[src/task_liveness_watchdog_core_defines.svh]
// Assertion macros shared by the watchdog RTL.
`ifndef TASK_LIVENESS_WATCHDOG_CORE_DEFINES_SVH
`define TASK_LIVENESS_WATCHDOG_CORE_DEFINES_SVH

// Same-cycle implication, checked outside reset.
`define TLW_ASSERT_NOW(label, trig, expr, msg) \
  label: assert property (@(posedge clk) disable iff (!rst_n) (trig) |-> (expr)) \
    else $error(msg);

// Next-cycle implication, checked outside reset.
`define TLW_ASSERT_NEXT(label, trig, expr, msg) \
  label: assert property (@(posedge clk) disable iff (!rst_n) (trig) |=> (expr)) \
    else $error(msg);

`endif

[src/tlw_pkg.sv]
`default_nettype none
package tlw_pkg;

  localparam int unsigned TICK_W          = 32;
  localparam int unsigned SLOT_W          = 3;
  localparam int unsigned ACTION_W        = 2;
  localparam int unsigned VERDICT_W       = 2;
  localparam int unsigned NUM_REGS        = 8;
  localparam int unsigned CFG_DATA_W      = 32;
  localparam int unsigned CFG_ADDR_W      = 5;
  localparam int unsigned MONITORED_SLOTS = 8;

  typedef enum logic [ACTION_W-1:0] {
    ACT_CHECK_IN  = 2'd0,
    ACT_CHECK_OUT = 2'd1,
    ACT_REPORT    = 2'd2,
    ACT_CHECK     = 2'd3
  } action_t;

  typedef enum logic [VERDICT_W-1:0] {
    VERDICT_NONE = 2'd0,
    VERDICT_PASS = 2'd1,
    VERDICT_FAIL = 2'd2
  } verdict_t;

  // Slot update broadcast to one cell; wr_flag low keeps the stored flag
  typedef struct packed {
    logic              en;
    logic              wr_flag;
    logic              flag;
    logic [TICK_W-1:0] ticks;
  } upd_t;

  // Scan probe passed from cell to cell
  typedef struct packed {
    logic              valid;
    logic [TICK_W-1:0] now_ticks;
    logic              found;
    logic [SLOT_W-1:0] fslot;
    logic [SLOT_W-1:0] pos;
  } probe_t;

endpackage
`default_nettype wire

[src/tlw_in_if.sv]
`default_nettype none
interface tlw_in_if;
  logic                          valid;
  logic                          ready;
  logic [tlw_pkg::ACTION_W-1:0]  action;
  logic [tlw_pkg::SLOT_W-1:0]    slot;
  logic [tlw_pkg::TICK_W-1:0]    now_ticks;

  modport source (output valid, action, slot, now_ticks, input ready);
  modport sink   (input valid, action, slot, now_ticks, output ready);
endinterface
`default_nettype wire

[src/tlw_out_if.sv]
`default_nettype none
interface tlw_out_if;
  logic                          valid;
  logic                          ready;
  logic [tlw_pkg::VERDICT_W-1:0] verdict;
  logic [tlw_pkg::SLOT_W-1:0]    failing_slot;

  modport source (output valid, verdict, failing_slot, input ready);
  modport sink   (input valid, verdict, failing_slot, output ready);
endinterface
`default_nettype wire

[src/tlw_cell.sv]
`default_nettype none
module tlw_cell (
  input  logic                       clk,
  input  logic                       rst_n,
  input  tlw_pkg::upd_t              upd_i,
  input  logic [tlw_pkg::TICK_W-1:0] allowed_i,
  input  tlw_pkg::probe_t            probe_i,
  output tlw_pkg::probe_t            probe_o
);

  logic                       ci_r;
  logic [tlw_pkg::TICK_W-1:0] lrt_r;
  logic                       valid_r;
  tlw_pkg::probe_t            data_r;

  logic [tlw_pkg::TICK_W-1:0] elapsed;
  logic                       fault;
  tlw_pkg::probe_t            probe_nxt;

  // Judge this slot against the passing probe
  always_comb begin
    elapsed = probe_i.now_ticks - lrt_r;
    if (!ci_r) begin
      fault = (lrt_r != '0);
    end else begin
      fault = (lrt_r == '0) || (elapsed > allowed_i);
    end
    probe_nxt           = probe_i;
    probe_nxt.found     = probe_i.found | fault;
    probe_nxt.fslot     = probe_i.found ? probe_i.fslot : probe_i.pos;
    probe_nxt.pos       = probe_i.pos + tlw_pkg::SLOT_W'(1);
  end

  // Hold slot state, apply updates
  always_ff @(posedge clk) begin
    if (!rst_n) begin
      ci_r    <= 1'b0;
      lrt_r   <= '0;
      valid_r <= 1'b0;
    end else begin
      if (upd_i.en) begin
        if (upd_i.wr_flag) begin
          ci_r <= upd_i.flag;
        end
        lrt_r <= upd_i.ticks;
      end
      valid_r <= probe_i.valid;
    end
  end

  // Advance probe payload to the neighbor
  always_ff @(posedge clk) begin
    data_r <= probe_nxt;
  end

  always_comb begin
    probe_o       = data_r;
    probe_o.valid = valid_r;
  end

endmodule
`default_nettype wire

[src/task_liveness_watchdog_core.sv]
//  channel | direction | beat fields
//  --------+-----------+--------------------------------------------
//  in_ch   | sink      | action, slot, now_ticks
//  out_ch  | source    | verdict, failing_slot
//  apb     | slave     | allowed_time_0..7 at 4*i (write and read)
//
//  Check-in, check-out, running report and a wrapped check load the
//  result register at the accept edge.
//  A full check walks a probe down the row of MONITORED_SLOTS cells, one
//  cell per cycle, launch register first and result register last.
//  One item is in flight at a time; in_ch is held off during a scan and
//  while an undrained result sits in the output register.
//  Reset (rst_n low, synchronous) clears all slots and restores the limits.
`default_nettype none
`include "task_liveness_watchdog_core_defines.svh"
module task_liveness_watchdog_core #(
  parameter int unsigned MONITORED_SLOTS = tlw_pkg::MONITORED_SLOTS
) (
  input  logic                           clk,
  input  logic                           rst_n,
  tlw_in_if.sink                         in_ch,
  tlw_out_if.source                      out_ch,
  input  logic                           psel,
  input  logic                           penable,
  input  logic                           pwrite,
  input  logic [tlw_pkg::CFG_ADDR_W-1:0] paddr,
  input  logic [tlw_pkg::CFG_DATA_W-1:0] pwdata,
  output logic [tlw_pkg::CFG_DATA_W-1:0] prdata,
  output logic                           pready
);

  localparam int unsigned IDX_W = tlw_pkg::CFG_ADDR_W - 2;

  typedef enum logic [1:0] {
    ST_IDLE = 2'b01,
    ST_SCAN = 2'b10
  } state_t;

  state_t state_r, state_nxt;

  logic [tlw_pkg::TICK_W-1:0] allowed_r [tlw_pkg::NUM_REGS];
  logic [tlw_pkg::TICK_W-1:0] prev_check_r;
  logic [IDX_W-1:0]           cfg_idx;
  logic                       cfg_wr;

  logic                          out_valid_r, out_valid_nxt;
  logic [tlw_pkg::VERDICT_W-1:0] verdict_r, verdict_nxt;
  logic [tlw_pkg::SLOT_W-1:0]    fslot_r, fslot_nxt;

  logic            launch_valid_r;
  tlw_pkg::probe_t launch_data_r;
  tlw_pkg::probe_t launch_probe;
  tlw_pkg::probe_t launch_nxt;

  tlw_pkg::probe_t chain [MONITORED_SLOTS];
  tlw_pkg::upd_t   upd   [MONITORED_SLOTS];
  tlw_pkg::probe_t tail;
  logic [MONITORED_SLOTS:0] probe_valids;

  logic             in_fire;
  logic             is_check;
  logic             wrapped;
  logic             upd_flag;
  tlw_pkg::action_t act;

  // Configuration port
  assign pready  = 1'b1;
  assign cfg_idx = paddr[tlw_pkg::CFG_ADDR_W-1:2];
  assign cfg_wr  = psel && penable && pwrite;
  assign prdata  = allowed_r[cfg_idx];

  always_ff @(posedge clk) begin
    if (!rst_n) begin
      for (int i = 0; i < tlw_pkg::NUM_REGS; i++) begin
        allowed_r[i] <= '1;
      end
    end else if (cfg_wr) begin
      allowed_r[cfg_idx] <= pwdata;
    end
  end

  // Input decode
  assign act      = tlw_pkg::action_t'(in_ch.action);
  assign in_ch.ready = (state_r == ST_IDLE) && (!out_valid_r || out_ch.ready);
  assign in_fire  = in_ch.valid && in_ch.ready;
  assign is_check = (act == tlw_pkg::ACT_CHECK);
  assign wrapped  = in_ch.now_ticks < prev_check_r;

  always_comb begin
    unique case (act)
      tlw_pkg::ACT_CHECK_IN:  upd_flag = 1'b1;
      tlw_pkg::ACT_CHECK_OUT: upd_flag = 1'b0;
      tlw_pkg::ACT_REPORT:    upd_flag = 1'b1;
      tlw_pkg::ACT_CHECK:     upd_flag = 1'b0;
      default:                upd_flag = 1'b0;
    endcase
  end

  // Broadcast slot updates; a report keeps the flag, check-out zeroes the time
  generate
    for (genvar i = 0; i < MONITORED_SLOTS; i++) begin : g_upd
      always_comb begin
        upd[i].en      = in_fire && !is_check &&
                         (in_ch.slot == tlw_pkg::SLOT_W'(i));
        upd[i].wr_flag = (act != tlw_pkg::ACT_REPORT);
        upd[i].flag    = upd_flag;
        upd[i].ticks   = (act == tlw_pkg::ACT_CHECK_OUT) ? '0 : in_ch.now_ticks;
      end
    end
  endgenerate

  // Row of slot cells
  generate
    for (genvar i = 0; i < MONITORED_SLOTS; i++) begin : g_cell
      if (i == 0) begin : g_head
        tlw_cell u_cell (
          .clk       (clk),
          .rst_n     (rst_n),
          .upd_i     (upd[i]),
          .allowed_i (allowed_r[i]),
          .probe_i   (launch_probe),
          .probe_o   (chain[i])
        );
      end else begin : g_body
        tlw_cell u_cell (
          .clk       (clk),
          .rst_n     (rst_n),
          .upd_i     (upd[i]),
          .allowed_i (allowed_r[i]),
          .probe_i   (chain[i-1]),
          .probe_o   (chain[i])
        );
      end
    end
  endgenerate

  assign tail = chain[MONITORED_SLOTS-1];

  // Probe launch for a full check
  always_comb begin
    launch_nxt           = '0;
    launch_nxt.valid     = 1'b1;
    launch_nxt.now_ticks = in_ch.now_ticks;
  end

  always_ff @(posedge clk) begin
    launch_data_r <= launch_nxt;
  end

  always_comb begin
    launch_probe       = launch_data_r;
    launch_probe.valid = launch_valid_r;
  end

  // Control and result register
  always_comb begin
    state_nxt     = state_r;
    out_valid_nxt = out_valid_r && !out_ch.ready;
    verdict_nxt   = verdict_r;
    fslot_nxt     = fslot_r;
    unique case (state_r)
      ST_IDLE: begin
        if (in_fire) begin
          if (!is_check) begin
            out_valid_nxt = 1'b1;
            verdict_nxt   = tlw_pkg::VERDICT_NONE;
            fslot_nxt     = '0;
          end else if (wrapped) begin
            out_valid_nxt = 1'b1;
            verdict_nxt   = tlw_pkg::VERDICT_PASS;
            fslot_nxt     = '0;
          end else begin
            state_nxt = ST_SCAN;
          end
        end
      end
      ST_SCAN: begin
        if (tail.valid) begin
          out_valid_nxt = 1'b1;
          verdict_nxt   = tail.found ? tlw_pkg::VERDICT_FAIL : tlw_pkg::VERDICT_PASS;
          fslot_nxt     = tail.found ? tail.fslot : '0;
          state_nxt     = ST_IDLE;
        end
      end
      default: state_nxt = ST_IDLE;
    endcase
  end

  always_ff @(posedge clk) begin
    if (!rst_n) begin
      state_r        <= ST_IDLE;
      out_valid_r    <= 1'b0;
      launch_valid_r <= 1'b0;
      prev_check_r   <= '0;
    end else begin
      state_r        <= state_nxt;
      out_valid_r    <= out_valid_nxt;
      launch_valid_r <= in_fire && is_check && !wrapped;
      if (in_fire && is_check && !wrapped) begin
        prev_check_r <= in_ch.now_ticks;
      end
    end
  end

  always_ff @(posedge clk) begin
    verdict_r <= verdict_nxt;
    fslot_r   <= fslot_nxt;
  end

  assign out_ch.valid        = out_valid_r;
  assign out_ch.verdict      = verdict_r;
  assign out_ch.failing_slot = fslot_r;

  // Probe valids along the row, for checking
  always_comb begin
    probe_valids[0] = launch_valid_r;
    for (int i = 0; i < MONITORED_SLOTS; i++) begin
      probe_valids[i+1] = chain[i].valid;
    end
  end

  `TLW_ASSERT_NOW(a_scan_out_empty, state_r == ST_SCAN, !out_valid_r, "result pending during scan")
  `TLW_ASSERT_NOW(a_one_probe, 1'b1, $onehot0(probe_valids), "more than one probe in the row")
  `TLW_ASSERT_NEXT(a_tail_loads, state_r == ST_SCAN && tail.valid, out_valid_r, "scan result lost")
  `TLW_ASSERT_NEXT(a_launch, in_fire && is_check && !wrapped, launch_valid_r && state_r == ST_SCAN, "check did not launch a scan")

endmodule
`default_nettype wire
[src/flat_wrapper.sv]
// flat-port wrapper written by rule: the top's interface ports become plain ports
module task_liveness_watchdog_core_flat 
#(
  parameter int unsigned MONITORED_SLOTS = tlw_pkg::MONITORED_SLOTS
)
  (clk, rst_n, psel, penable, pwrite, paddr, pwdata, prdata, pready, in_ch_valid, in_ch_action, in_ch_slot, in_ch_now_ticks, in_ch_ready, out_ch_valid, out_ch_verdict, out_ch_failing_slot, out_ch_ready);
  tlw_in_if in_ch_i ();
  tlw_out_if out_ch_i ();
  input  logic clk;
  input  logic rst_n;
  input  logic psel;
  input  logic penable;
  input  logic pwrite;
  input  logic [tlw_pkg::CFG_ADDR_W-1:0] paddr;
  input  logic [tlw_pkg::CFG_DATA_W-1:0] pwdata;
  output logic [tlw_pkg::CFG_DATA_W-1:0] prdata;
  output logic pready;
  input wire logic [$bits(in_ch_i.valid)-1:0] in_ch_valid;
  input wire logic [$bits(in_ch_i.action)-1:0] in_ch_action;
  input wire logic [$bits(in_ch_i.slot)-1:0] in_ch_slot;
  input wire logic [$bits(in_ch_i.now_ticks)-1:0] in_ch_now_ticks;
  output wire logic [$bits(in_ch_i.ready)-1:0] in_ch_ready;
  output wire logic [$bits(out_ch_i.valid)-1:0] out_ch_valid;
  output wire logic [$bits(out_ch_i.verdict)-1:0] out_ch_verdict;
  output wire logic [$bits(out_ch_i.failing_slot)-1:0] out_ch_failing_slot;
  input wire logic [$bits(out_ch_i.ready)-1:0] out_ch_ready;
  assign in_ch_i.valid = in_ch_valid;
  assign in_ch_i.action = in_ch_action;
  assign in_ch_i.slot = in_ch_slot;
  assign in_ch_i.now_ticks = in_ch_now_ticks;
  assign in_ch_ready = in_ch_i.ready;
  assign out_ch_valid = out_ch_i.valid;
  assign out_ch_verdict = out_ch_i.verdict;
  assign out_ch_failing_slot = out_ch_i.failing_slot;
  assign out_ch_i.ready = out_ch_ready;
  task_liveness_watchdog_core #(.MONITORED_SLOTS(MONITORED_SLOTS)) u_core (.clk(clk), .rst_n(rst_n), .in_ch(in_ch_i), .out_ch(out_ch_i), .psel(psel), .penable(penable), .pwrite(pwrite), .paddr(paddr), .pwdata(pwdata), .prdata(prdata), .pready(pready));
endmodule
[config.mk]
export PLATFORM = sky130hd
export DESIGN_NAME = task_liveness_watchdog_core_flat
export DESIGN_NICKNAME = d
export VERILOG_FILES = /design/src/tlw_pkg.sv /design/src/tlw_in_if.sv /design/src/tlw_out_if.sv /design/src/tlw_cell.sv /design/src/task_liveness_watchdog_core.sv /design/src/flat_wrapper.sv
export VERILOG_INCLUDE_DIRS = /design/src /design/src/src
export SDC_FILE = /design/constraint.sdc
export NUM_CORES = 2
export LEC_CHECK = 0
export ABC_AREA = 1
export BUFFER_PORTS_ARGS = -buffer_cell sky130_fd_sc_hd__buf_4
export CAP_MARGIN = 40
export CORE_ASPECT_RATIO = 1.5
export CORE_MARGIN = 4
export CORE_UTILIZATION = 65
export CTS_CLUSTER_DIAMETER = 50
export DETAILED_ROUTE_END_ITERATION = 6
export GPL_TIMING_DRIVEN = 0
export PLACE_DENSITY = 0.79
export SLEW_MARGIN = 0
export SYNTH_ARGS = -nofsm -noshare
export SYNTH_HDL_FRONTEND = slang
export SYNTH_HIERARCHICAL = 1
export SYNTH_SLANG_ARGS = --single-unit
[constraint.sdc]
create_clock -name clk -period 7.35 [get_ports clk]
set_input_delay 0.3675 -clock clk [delete_from_list [all_inputs] [get_ports clk]]
set_output_delay 0.3675 -clock clk [all_outputs]
set_load 0.05 [all_outputs]
==> results of run 1 <==
metrics by stage:
stage                     hold slack (ps)   util  instances  setup slack (ps)  instance area (um2)
after floorplan                       331      -       6760              3730                52200
after global placement                335  0.686       7901              1080                54300
after CTS                            90.5  0.740       8135              2760                58500
after detailed placement              336  0.698       7942              2840                55200
metal layers:
layer,overflow,global-route usage
met1,0,0.599
met2,0,0.855
met3,0,0.346
met4,2,0.665
met5,0,0.0997
==> impl_metrics.csv, run 1 <==
group,metric,value,unit
floorplan,rows,126,
synthesis,yosysWarnings,6,
floorplan,pin_count,121,
floorplan,die-height,355,um
synthesis,syn_avg_cell_area,7.73,um2
synthesis,netlist_area,52100,um2
floorplan,die_x,239,um
synthesis,synth_cells,6747,
clocking,ctsResizeCount,0,
clocking,cts.repair_timing.setup_buffer_count,0,
run_status,stop_stage,"global routing (5_1_grt)",
run_status,status,"stopped before the end",
clocking,ctsHoldBuffers,32,
clocking,cts_root_buf,"clkbuf_16",
clocking,clockBufferDepth,3,
placed_design,gp_congestion,1.11,
floorplan,start_util,0.659,
global_routing,grt_max_degree,62,
global_routing,grt_overflow_total,2,
global_routing,track_usage,0.614,
clocking,cts_buffers,86,
clocking,h-tree-depth,3,
placed_design,port-buffer-count,117,
placed_design,post-dp-hpwl,183000,um
run_status,toolErrorMsg,"[ERROR GRT-0232] Routing congestion too high. Check the congestion heatmap in the GUI.",
==> run 2, diff against run 1 <==
--- a/config.mk
+++ b/config.mk
@@ -9,13 +9,11 @@
 export ABC_AREA = 1
 export BUFFER_PORTS_ARGS = -buffer_cell sky130_fd_sc_hd__buf_4
 export CAP_MARGIN = 40
-export CORE_ASPECT_RATIO = 1.5
 export CORE_MARGIN = 4
-export CORE_UTILIZATION = 65
-export CTS_CLUSTER_DIAMETER = 50
+export CORE_UTILIZATION = 40
 export DETAILED_ROUTE_END_ITERATION = 6
 export GPL_TIMING_DRIVEN = 0
-export PLACE_DENSITY = 0.79
+export PLACE_DENSITY_LB_ADDON = 0.15
 export SLEW_MARGIN = 0
 export SYNTH_ARGS = -nofsm -noshare
 export SYNTH_HDL_FRONTEND = slang
==> impl_metrics.csv, run 2 <==
group,metric,value,unit
run_status,status,"complete, but fails checks",
run_status,failed_checks,"DRC",
floorplan,start_util,0.403,
worst_setup_path,cp.required,7840,ps
cells_and_area,largest_reg_flops,256,
worst_setup_path,crit_path_frequent_cell,"nand2_1",
synthesis,synth_cells,6747,
cells_and_area,top_register,"u_core/allowed_r",
clocking,cts_sinks,878,
power,vdd_ir_drop_max,207,uV
timing,period_minus_slack,4290,ps
clocking,h-tree-depth,3,
clocking,cts_root_buf,"clkbuf_16",
timing,slew_violations,0,
placed_design,placed_area,56200,um2
power,power.density,234,nW/um2
clocking,ctsResizeCount,0,
floorplan,die_x,369,um
floorplan,die-height,369,um
global_routing,track_usage,0.318,
timing,whs,70.2,ps
timing,fin_tns_setup,0,ps
worst_setup_path,startpoint_type,"register",
power,p_leak,0.0265,uW
timing,rsz0062_at_grt,"no",
routing,wl_per_cell,24.9,um
cells_and_area,num-fill-cells,13300,
timing,setup_viol,0,
worst_hold_path,min-delay-path-class,"in -> reg",
routing,first_pass_iters,7,
routing,vias,48200,
worst_setup_path,cpLargestDelayFamily,"simple AND/OR/NAND/NOR gates",
global_routing,antenna_found_initial,15,
synthesis,netlist_area,52100,um2
placed_design,gp_congestion,1.01,
worst_setup_path,crit_slowest_cell,"dfxtp_1",
cells_and_area,syn2layout_area_growth,15.0,%
worst_setup_path,cp_cell_sequence,"ha_1, inv_1, fa_1, nand3_1, nand3_2, nand2_1, nand2_2, a21oi_4, o21ai_2, nand2_1, nand2_1, nand2_1, nand2_1, ha_1, nand2_1, nor2_1, nor3b_1, nand3b_1, nand2_1, nand2_1, nand2_1, nand2_1",
routing,drtIter0Drc,4996,
floorplan,core-area,129000,um2
timing,fmax,233,MHz
worst_setup_path,arrival,4780,ps
cells_and_area,fin_nets,7688,
clocking,cts.repair_timing.setup_buffer_count,0,
routing,vias_per_cell,5.41,
clocking,cts_tree,"yes",
placed_design,port-buffer-count,117,
timing,finalClockSkew,51.5,ps
worst_setup_path,crit_path_max_incr_delay,420,ps
cells_and_area,final_cell_mix,"nand2_1, inv_1, a21oi_1, dfxtp_1, ha_1",
routing,drt_wl_total,222000,um
clocking,clkTransAtPathRegs,60,ps
global_routing,first_global_vias,44400,
timing,final-hold-violation-count,0,
placed_design,post-dp-hpwl,187000,um
floorplan,rows,132,
worst_setup_path,path_buf_inv,1,
flow_run,drv_cap,0,
floorplan,pin_count,121,
synthesis,syn_avg_cell_area,7.73,um2
clocking,cts_buffers,97,
worst_setup_path,cp-end-kind,"register",
worst_setup_path,crit_type,"reg -> reg",
cells_and_area,final_common_cell,"nand2_1",
global_routing,grt_max_degree,41,
cells_and_area,drive_above_1_share,0.0892,
global_routing,grt_pass1_wl,311000,um
routing,postRouteAntennaNets,0,
timing,tightestPinTransition,985,ps
synthesis,yosysWarnings,6,
worst_setup_path,critPathMaxFanout,4,
global_routing,grt_overflow_total,0,
floorplan,die_area,136000,um2
clocking,clockBufferDepth,3,
cells_and_area,final_area,60000,um2
routing,remaining_drc_errors,5,
timing,slew-limit-headroom,0.344,
clocking,worstSkewPairLatency,730,ps
timing,fin_crit_sh,0.583,
==> run 2: through the flow <==
stage | worst slack (ps) | total power, uW | util | instances
after floorplan | 3730 | 7490 | - | 6760
after global placement | 910 | 8700 | 0.427 | 8619
after detailed placement | 3140 | 8790 | 0.434 | 8666
after CTS | 3100 | 14100 | 0.463 | 8880
after global routing | 2890 | 14600 | 0.463 | 8881
final | 3060 | 14000 | 0.463 | 8900
==> run 2: where the power goes <==
part | switching [uW] | internal, uW
Combinational | 2190 | 1040
Sequential | 266 | 5270
Clock | 2090 | 3170
==> run 2: routing by layer <==
metal,track usage,up-vias,part of all wire
met5,0,-,0.00011
met4,0.219,4,0.083
met3,0.0469,519,0.075
met2,0.515,2143,0.45
met1,0.391,22500,0.39
li1,-,23000,-
==> run 2: worst paths after layout <==
check,start,to,slack [ps],cells past startpoint
worst max-delay path,u_core/g_cell[7].g_body.u_cell/lrt_r[0]$_SDFFE_PN0P_,u_core/g_cell[7].g_body.u_cell/probe_o[6]$_DFF_P_,3060,22
worst min-delay path,out_ch_ready,u_core/out_ch.valid$_SDFF_PN0_,70,4
worst max register to register,u_core/g_cell[7].g_body.u_cell/lrt_r[0]$_SDFFE_PN0P_,u_core/g_cell[7].g_body.u_cell/probe_o[6]$_DFF_P_,3060,22
worst min register to register,u_core/g_cell[4].g_body.u_cell/probe_o[32]$_DFF_P_,u_core/g_cell[5].g_body.u_cell/probe_o[32]$_DFF_P_,360,0
==> run 2: area by class of cell <==
cell class | count | area, um2 | area share
Antenna cell | 20 | 50.0 | 0.000835
Buffer | 143 | 666 | 0.0111
Clock buffer | 133 | 2780 | 0.0464
Clock inverter | 49 | 653 | 0.0109
Inverter | 1034 | 3880 | 0.0647
Multi-Input combinational cell | 4705 | 27600 | 0.460
Sequential cell | 878 | 20200 | 0.337
Tap cell | 1742 | 2180 | 0.0364
Timing Repair Buffer | 196 | 1960 | 0.0327
==> run 2: timing repair <==
| item | CTS | global route |
|---|---|---|
| endpoints found under the setup margin | 0 | 0 |
| hold endpoints to repair | 63 | 0 |
| hold buffers | 32 | 0 |
==> run 2: worst register-to-register path, cell delays in order, from the launching register on <==
cell	delay [ps]
dfxtp_1	420
ha_1	180
inv_1	60
fa_1	400
nand3_1	110
nand3_2	130
nand2_1	110
nand2_2	100
a21oi_4	230
o21ai_2	120
nand2_1	130
nand2_1	60
nand2_1	60
nand2_1	160
ha_1	340
nand2_1	90
nor2_1	150
nor3b_1	330
nand3b_1	120
nand2_1	390
nand2_1	110
nand2_1	100
nand2_1	200
(Power assumes the default switching activity.)
